## config.mk

```make
export PLATFORM = sky130hd
export DESIGN_NAME = nfba_ctrl
export DESIGN_NICKNAME = d
export VERILOG_FILES = /design/src/rtl/nfba_pkg.sv /design/src/rtl/nfba_ctrl.sv
export SDC_FILE = /design/constraint.sdc
export NUM_CORES = 1
export LEC_CHECK = 0
export BUFFER_PORTS_ARGS = -buffer_cell sky130_fd_sc_hd__buf_4
export CAP_MARGIN = 20
export CELL_PAD_IN_SITES_DETAIL_PLACEMENT = 0
export CELL_PAD_IN_SITES_GLOBAL_PLACEMENT = 2
export CORE_AREA = 3 3 40 42
export CTS_BUF_LIST = sky130_fd_sc_hd__clkbuf_4 sky130_fd_sc_hd__clkbuf_8
export DETAILED_ROUTE_END_ITERATION = 16
export DIE_AREA = 0 0 43 45
export PLACE_DENSITY_LB_ADDON = 0.1
export SLEW_MARGIN = 10
export SYNTH_ARGS = -nofsm -noshare
export SYNTH_HDL_FRONTEND = slang
export SYNTH_SLANG_ARGS = --single-unit
```

## constraint.sdc

```tcl
create_clock -name clk -period 2.8 [get_ports clk]
set_input_delay 0.56 -clock clk [delete_from_list [all_inputs] [get_ports clk]]
set_output_delay 0.56 -clock clk [all_outputs]
set_load 0.03 [all_outputs]
```

## src/rtl/nfba_pkg.sv

```systemverilog
// Package with shared types and constants for the next-fit bitmap allocator.
`timescale 1ns / 1ps
package nfba_pkg;

  localparam int MAP_BYTES = 512;
  localparam int ADDR_W    = $clog2(MAP_BYTES);
  localparam int CFG_W     = 10;
  localparam int UNIT_W    = 13;
  localparam int IDX_W     = 12;
  localparam int CNT_W     = 13;

  localparam logic       OP_ALLOC = 1'b0;
  localparam logic       OP_FREE  = 1'b1;
  localparam logic [1:0] ST_OK     = 2'd0;
  localparam logic [1:0] ST_NOSPC  = 2'd1;
  localparam logic [1:0] ST_RANGE  = 2'd2;

  typedef struct packed {
    logic             op;
    logic [CNT_W-1:0] count;
    logic [IDX_W-1:0] start_index;
  } nfba_in_t;

  typedef struct packed {
    logic [1:0]       status;
    logic [IDX_W-1:0] run_start;
  } nfba_out_t;

  typedef enum logic [2:0] {
    S_CLEAR, S_IDLE, S_DISPATCH, S_SCAN_RD, S_SCAN_EV, S_MOD_RD, S_MOD_WR, S_DONE
  } nfba_state_t;

  typedef struct packed {
    logic clear;
    logic load;
    logic dispatch;
    logic scan_rd;
    logic scan_ev;
    logic mod_rd;
    logic mod_wr;
  } nfba_cmd_t;

  typedef struct packed {
    logic is_free;
    logic free_bad;
    logic count_zero;
    logic scan_hit;
    logic scan_fail;
    logic mod_last;
    logic clr_last;
  } nfba_stat_t;

endpackage

```

## src/rtl/nfba_ctrl.sv

```systemverilog
// Controller state machine sequencing clear, scan and bitmap update.
`timescale 1ns / 1ps
module nfba_ctrl (
  input  logic               clk,
  input  logic               rst,
  input  logic               start,
  input  nfba_pkg::nfba_stat_t stat,
  output nfba_pkg::nfba_cmd_t  cmd,
  output logic               busy,
  output logic               done
);
  import nfba_pkg::*;

  nfba_state_t state, state_next;

  always_ff @(posedge clk) begin
    if (rst) begin
      state <= S_CLEAR;
    end else begin
      state <= state_next;
    end
  end

  always_comb begin
    state_next = state;
    case (state)
      S_CLEAR:    if (stat.clr_last) state_next = S_IDLE;
      S_IDLE:     if (start) state_next = S_DISPATCH;
      S_DISPATCH: begin
        if (stat.is_free) begin
          state_next = (stat.free_bad || stat.count_zero) ? S_DONE : S_MOD_RD;
        end else begin
          state_next = stat.count_zero ? S_DONE : S_SCAN_RD;
        end
      end
      S_SCAN_RD:  state_next = S_SCAN_EV;
      S_SCAN_EV: begin
        if (stat.scan_hit) state_next = S_MOD_RD;
        else if (stat.scan_fail) state_next = S_DONE;
        else state_next = S_SCAN_RD;
      end
      S_MOD_RD:   state_next = S_MOD_WR;
      S_MOD_WR:   state_next = stat.mod_last ? S_DONE : S_MOD_RD;
      S_DONE:     state_next = S_IDLE;
      default:    state_next = S_CLEAR;
    endcase
  end

  always_comb begin
    cmd          = '0;
    busy         = 1'b1;
    done         = 1'b0;
    case (state)
      S_CLEAR:    cmd.clear = 1'b1;
      S_IDLE: begin
        busy     = 1'b0;
        cmd.load = start;
      end
      S_DISPATCH: cmd.dispatch = 1'b1;
      S_SCAN_RD:  cmd.scan_rd = 1'b1;
      S_SCAN_EV:  cmd.scan_ev = 1'b1;
      S_MOD_RD:   cmd.mod_rd = 1'b1;
      S_MOD_WR:   cmd.mod_wr = 1'b1;
      S_DONE:     done = 1'b1;
      default:    busy = 1'b1;
    endcase
  end

endmodule

```

==> impl_metrics.csv, run 1 <==
group,metric,value,unit
synthesis,syn_area,240,µm²
floorplanning,row_count,13,
worst_setup_path,critPathMaxFanout,15,
worst_setup_path,worstSetupPathType,"reg -> out",
floorplanning,start_util,18.7,%
synthesis,synth_nets,42,
worst_setup_path,cp_data_arrival_time,1.45,ns
pwr,swShare,36.9,%
cells_and_area,largest_reg_flops,3,
synthesis,yosysWarnings,0,
cells_and_area,fin_util,31.9,%
cells_and_area,top_register,"state",
clock_network,tritoncts,"done",
synthesis,synth_seq_cells,3,
route,routedWlPerCell,11.7,µm
route,drt.antenna.violating_nets,0,
synthesis,synth-edff-count,0,
cells_and_area,antenna_cells,0,
route,vias,311,
pwr,seq_power_share,27.8,%
sta,slew_headroom,71.9,%
worst_setup_path,critPathSlowestCell,"dfxtp_1",
floorplanning,num_io_pins,19,
sta,fin_crit,2.01,ns
cells_and_area,fin_nets,62,
sta,worstMarginPinSlew,0.421,ns
worst_setup_path,path_cells,"or3b_1 > nor2_1 > buf_4",
sta,rsz0062_at_grt,"no",
synthesis,ys_seq_area_share,25.0,%
worst_setup_path,startpoint_type,"flop",
clock_network,holdBufCountCts,0,
pwr,pwr-share-comb,35.0,%
route,drtIter0Drc,10,
clock_network,numCtsBuffers,3,
sta,hold_viol_final,0,
sta,worst_slack,0.793,ns
synthesis,synth_common_cells,"dfxtp_1, nor2_1, nor3b_1",
pwr,power_switching,89.5,µW
sta,timing.fmax,498,MHz
cells_and_area,drive_gt1_share,43.1,%
pwr,p_int,153,µW
pwr,ir_drop,163,µV
floorplanning,dieHeight,45,µm
job,cap_violations,0,
clock_network,cts_resized,0,
synthesis,synthArstFlopShare,0,%
synthesis,synth_top_area_share,25.0,%
synthesis,yosysUniqueCellTypes,20,
floorplanning,dieArea,0.00194,mm²
synthesis,yosysTopAreaCell,"dfxtp_1",
global_routing,grt_max_degree,16,
route,wirelength,770,µm
placed_design,place_area,380,µm²
clock_network,clkTransAtPathRegs,0.04,ns
hold_path,hold_path.class,"in -> reg",
synthesis,synth_cells,32,
cells_and_area,area_growth,70.8,%
synthesis,synthTopCellsByArea,"dfxtp_1, nor3b_1, and3b_1",
pwr,clkPwrFrac,37.2,%
clock_network,ctsRootBufferMaster,"clkbuf_4",
pwr,powerDensity,590,mW/mm²
synthesis,synthFlopType,"dfxtp_1",
clock_network,insertion_delay,0.24,ns
cells_and_area,fillerInstances,146,
route,dr.pass1.iters,2,
sta,hold_slack,0.518,ns
sta,tns,0,ns
cells_and_area,fin_area,410,µm²
sta,drv_slew,0,
sta,clock_skew,0.00663,ns
worst_setup_path,max_stage_delay,0.55,ns
floorplanning,die_w,43,µm
worst_setup_path,crit_path_end_kind,"primary output",
clock_network,clock_sinks,3,
synthesis,syn_avg_cell_area,7.51,µm²
sta,finalSetupViolations,0,
global_routing,grt_overflow_total,0,
global_routing,antenna_found_initial,0,
clock_network,clk_path_buf_depth,2,
placed_design,place_ws,1.03,ns
placed_design,dp_hpwl,541,µm
clock_network,ctsHtreeMaxLevel,1,
cells_and_area,top_regs,"state: 3 flops",
pwr,leakage,0.000198,µW
route,drc,0,
floorplanning,fp.coreArea,0.00128,mm²
placed_design,gp_congestion,0.611,
worst_setup_path,worstPathRequired,2.24,ns
global_routing,grt_pass1_wl,1190,µm
clock_network,post-cts-setup-buffer-count,0,
route,vias_per_cell,4.71,
status,status,"completed",
global_routing,grt_pass1_vias,276,
global_routing,grt.total_usage,8.65,%
placed_design,io_buffers,18,
sta,fin_crit_sh,71.7,%
-- stage by stage --
stage | cells | power, µW
finish | 66 | 242
global route | 66 | 259
CTS | 66 | 245
detailed placement | 62 | 153
global placement | 62 | 152
floorplan | 32 | 119
-- critical path: cells and delay by family (launching register included) --
kind                   cells  cell delay (ns)
buffers and inverters      1             0.16
flip-flops                 1             0.55
AND/OR/NAND/NOR            2             0.50
-- cells by family (layout without fill, tap and decap cells) --
family,Yosys count,in the layout,synth area share (%)
and+or+nand+nor,21,21,56.8
DFF,3,3,25.0
buffers and inverters,4,23,7.29
AOI/OAI and AO/OA,4,4,10.9
-- worst paths after layout --
check / from / end / slack, ns / depth (start not counted)
min reg2reg: state[2] / state[2] / 0.70 / 2
max: state[0] / cmd[5] / 0.79 / 3
max reg2reg: state[2] / state[1] / 1.43 / 3
min: rst / state[2] / 0.52 / 2
-- cells in the final DEF, fill, tap and decap left out, drive strengths merged --
cell and instances:
a21oi 2, a22oi 1, and3 1, and3b 2
buf 18, clkbuf 4, dfxtp 3, inv 1
nand2 1, nand2b 1, nor2 3, nor2b 1
nor3 2, nor3b 3, nor4 2, nor4b 1
o32ai 1, or3 2, or3b 1, or4b 1
-- power groups by stage --
| stage | logic (µW) | registers [µW] | clock network (µW) |
|---|---|---|---|
| 6_report | 84.8 | 67.4 | 90.0 |
| 5_1_grt | 90.9 | 69.9 | 98.4 |
| 4_1_cts | 85.7 | 67.0 | 92.2 |
| 3_5_place_dp | 85.0 | 67.9 | 0 |
| 3_3_place_gp | 85.4 | 66.7 | 0 |
| 2_1_floorplan | 65.1 | 53.6 | 0 |
-- area by class of cell --
cell class	count	area, µm²	area share, %
inverters	1	3.75	0.915
well taps	15	18.8	4.57
multi-input cells	25	163	39.6
repair buffers	18	135	32.9
flip-flops and latches	3	60.1	14.6
clock buffers	4	30.0	7.32
-- metal layers --
metal / share of wire, % / vias to the layer above / wire length [µm] / GRT usage, %
met5: 0 / - / 0 / 0
met4: 1.6 / 0 / 12 / 5.42
met3: 7.7 / 2 / 59 / 3.98
met2: 47 / 13 / 359 / 13.2
met1: 44 / 140 / 339 / 9.86
li1: - / 156 / - / -
(Power assumes the default switching activity.)
==> run 2: changes to the inputs <==
ABC_AREA = 1   (was unset)
CORE_AREA = unset   (was 3 3 40 42)
CORE_MARGIN = 3   (was unset)
CORE_UTILIZATION = 17   (was unset)
DIE_AREA = unset   (was 0 0 43 45)
clock period = 2 ns   (was 2.8 ns; I/O delays follow)
==> impl_metrics.csv, run 2 <==
group,metric,value,unit
clock_network,cts_resized,0,
route,drtIter0Drc,7,
synthesis,synthTopCellsByArea,"dfxtp_1, nor2_1, inv_1",
cells_and_area,final_common_cell,"buf_4",
worst_setup_path,endpoint,"cmd[1]",
worst_setup_path,crit_path_end_kind,"primary output",
worst_setup_path,startpoint_type,"flop",
clock_network,clock_sinks,3,
floorplanning,fp.coreArea,0.00138,mm²
route,dr.pass1.iters,4,
worst_setup_path,worstSetupPathType,"reg -> out",
cells_and_area,top_register,"state",
sta,rsz0062_at_grt,"no",
worst_setup_path,timing.rr.start,"state[2]",
global_routing,grt_pass1_wl,1340,µm
floorplanning,dieArea,0.00206,mm²
worst_setup_path,crit_start,"state[2]",
floorplanning,start_util,19.1,%
worst_setup_path,worstPathRequired,1.60,ns
synthesis,yosysUniqueCellTypes,14,
floorplanning,dieHeight,45.4,µm
sta,clock_skew,0.00321,ns
status,status,"completed",
pwr,ir_drop,346,µV
sta,fin_crit_sh,80.7,%
worst_setup_path,rrSetupSlack,0.96,ns
pwr,powerDensity,935,mW/mm²
synthesis,ys_seq_area_share,22.7,%
synthesis,syn_area,264,µm²
placed_design,dp_hpwl,644,µm
synthesis,synth-edff-count,0,
cells_and_area,fin_nets,76,
floorplanning,die_w,45.4,µm
synthesis,synth_seq_cells,3,
clock_network,numCtsBuffers,3,
worst_setup_path,rr_endpoint,"state[0]",
job,cap_violations,0,
route,routedWlPerCell,10.0,µm
clock_network,insertion_delay,0.24,ns
worst_setup_path,max_stage_delay,0.52,ns
worst_setup_path,critPathBufInv,2,
cells_and_area,area_growth,61.1,%
worst_setup_path,critPathMaxFanout,9,
global_routing,grt_pass1_vias,317,
placed_design,gp_congestion,0.626,
cells_and_area,multi_input_area,145,µm²
sta,slew_headroom,76.4,%
synthesis,synthFlopType,"dfxtp_1",
cells_and_area,regArea,60.1,µm²
route,drc,0,
placed_design,dp.cells,76,
worst_setup_path,path_cells,"inv_4 > nor3_1 > buf_4",
global_routing,grt.total_usage,9.11,%
worst_setup_path,cp_top_family,"flip-flops",
clock_network,post-cts-setup-buffer-count,0,
global_routing,antenna_found_initial,0,
floorplanning,row_count,13,
global_routing,grt_max_degree,11,
hold_path,hold_path.class,"in -> reg",
sta,tns,0,ns
sta,hold_viol_final,0,
synthesis,synth_cells,45,
pwr,leakage,0.000230,µW
route,vias,340,
route,wirelength,802,µm
clock_network,ctsRootBufferMaster,"clkbuf_4",
worst_setup_path,critPathSlowestCell,"dfxtp_1",
synthesis,yosysTopAreaCell,"dfxtp_1",
cells_and_area,top_regs,"state: 3 flops",
synthesis,synth_top_area_share,22.7,%
synthesis,yosysMostFrequentCell,"nor2_1",
sta,timing.fmax,619,MHz
cells_and_area,final_cell_mix,"buf_4, nor2_1, inv_1",
floorplanning,num_io_pins,19,
cells_and_area,final_cells,80,
sta,worstMarginPinSlew,0.354,ns
clock_network,holdBufCountCts,0,
synthesis,synth_common_cells,"nor2_1, inv_1, a21oi_1",
clock_network,ctsHtreeMaxLevel,1,
cells_and_area,drive_gt1_share,38.5,%
worst_setup_path,worst_r2r_path_depth,5,
sta,hold_slack,0.323,ns
clock_network,clk_path_buf_depth,2,
synthesis,syn_avg_cell_area,5.87,µm²
cells_and_area,antenna_cells,0,
route,drt.antenna.violating_nets,0,
worst_setup_path,cp_num_cells,3,
global_routing,grt_overflow_total,0,
hold_path,min_from,"rst",
cells_and_area,fillerInstances,161,
sta,fin_crit,1.61,ns
placed_design,io_buffers,18,
worst_setup_path,cp_data_arrival_time,1.21,ns
clock_network,tritoncts,"done",
sta,finalSetupViolations,0,
synthesis,synth_nets,55,
clock_network,clkTransAtPathRegs,0.04,ns
route,vias_per_cell,4.25,
sta,drv_slew,0,
cells_and_area,largest_reg_flops,3,
synthesis,synthArstFlopShare,0,%
synthesis,yosysWarnings,0,
## run 2: cell types whose count changed after synthesis, moves of 3 or more
| cell | before | now |
|---|---|---|
| nor3b_1 | 3 | 0 |
| nor2_1 | 3 | 11 |
| nand3_1 | 0 | 3 |
| inv_1 | 1 | 7 |
| a21oi_1 | 2 | 5 |
## run 2: worst min-delay path by stage
stage          depth (start not counted)  slack (ns)  endpoint
6_report                               2        0.32  state[0]
5_1_grt                                2        0.32  state[0]
4_1_cts                                2        0.31  state[0]
3_5_place_dp                           2        0.57  state[0]
3_3_place_gp                           2        0.57  state[0]
2_1_floorplan                          1        0.47  state[0]
## run 2: layer usage
| metal | share of wire (%) | routed length [µm] | global-route usage [%] | vias up |
|---|---|---|---|---|
| li1 | - | - | - | 185 |
| met1 | 48 | 382 | 11.4 | 142 |
| met2 | 46 | 370 | 13.1 | 13 |
| met3 | 6.1 | 49 | 4.74 | 0 |
| met4 | 0 | 0 | 3.51 | 0 |
| met5 | 0 | 0 | 0 | - |
## run 2: cells by family (layout without fill, tap and decap cells)
| group | count (synthesis) | in the layout | synth area share [%] |
|---|---|---|---|
| and+or+nand+nor | 23 | 23 | 39.8 |
| buffers and inverters | 11 | 31 | 22.3 |
| DFF | 3 | 3 | 22.7 |
| AOI/OAI and AO/OA | 8 | 8 | 15.2 |
## run 2: metrics by stage
stage	total power, µW	instance area, µm²	utilization [%]	setup slack, ns
3_5_place_dp	279	395	28.6	0.626
3_3_place_gp	283	395	28.6	0.625
6_report	398	425	30.8	0.385
2_1_floorplan	224	264	-	0.422
4_1_cts	409	425	30.8	0.364
5_1_grt	437	425	30.8	0.223
## run 2: power breakdown
group          switching (µW)  leakage [µW]  internal [µW]  total, µW
registers                27.1     0.0000248           71.2       98.3
clock network            34.3     0.0000184           88.5        123
logic                     108      0.000187           68.8        177
## run 2: area by class of cell
type | instances | area share [%]
Multi-Input combinational cell | 31 | 34.1
Timing Repair Buffer | 18 | 31.8
Sequential cell | 3 | 14.1
Inverter | 9 | 8.53
Clock buffer | 4 | 7.06
Tap cell | 15 | 4.41
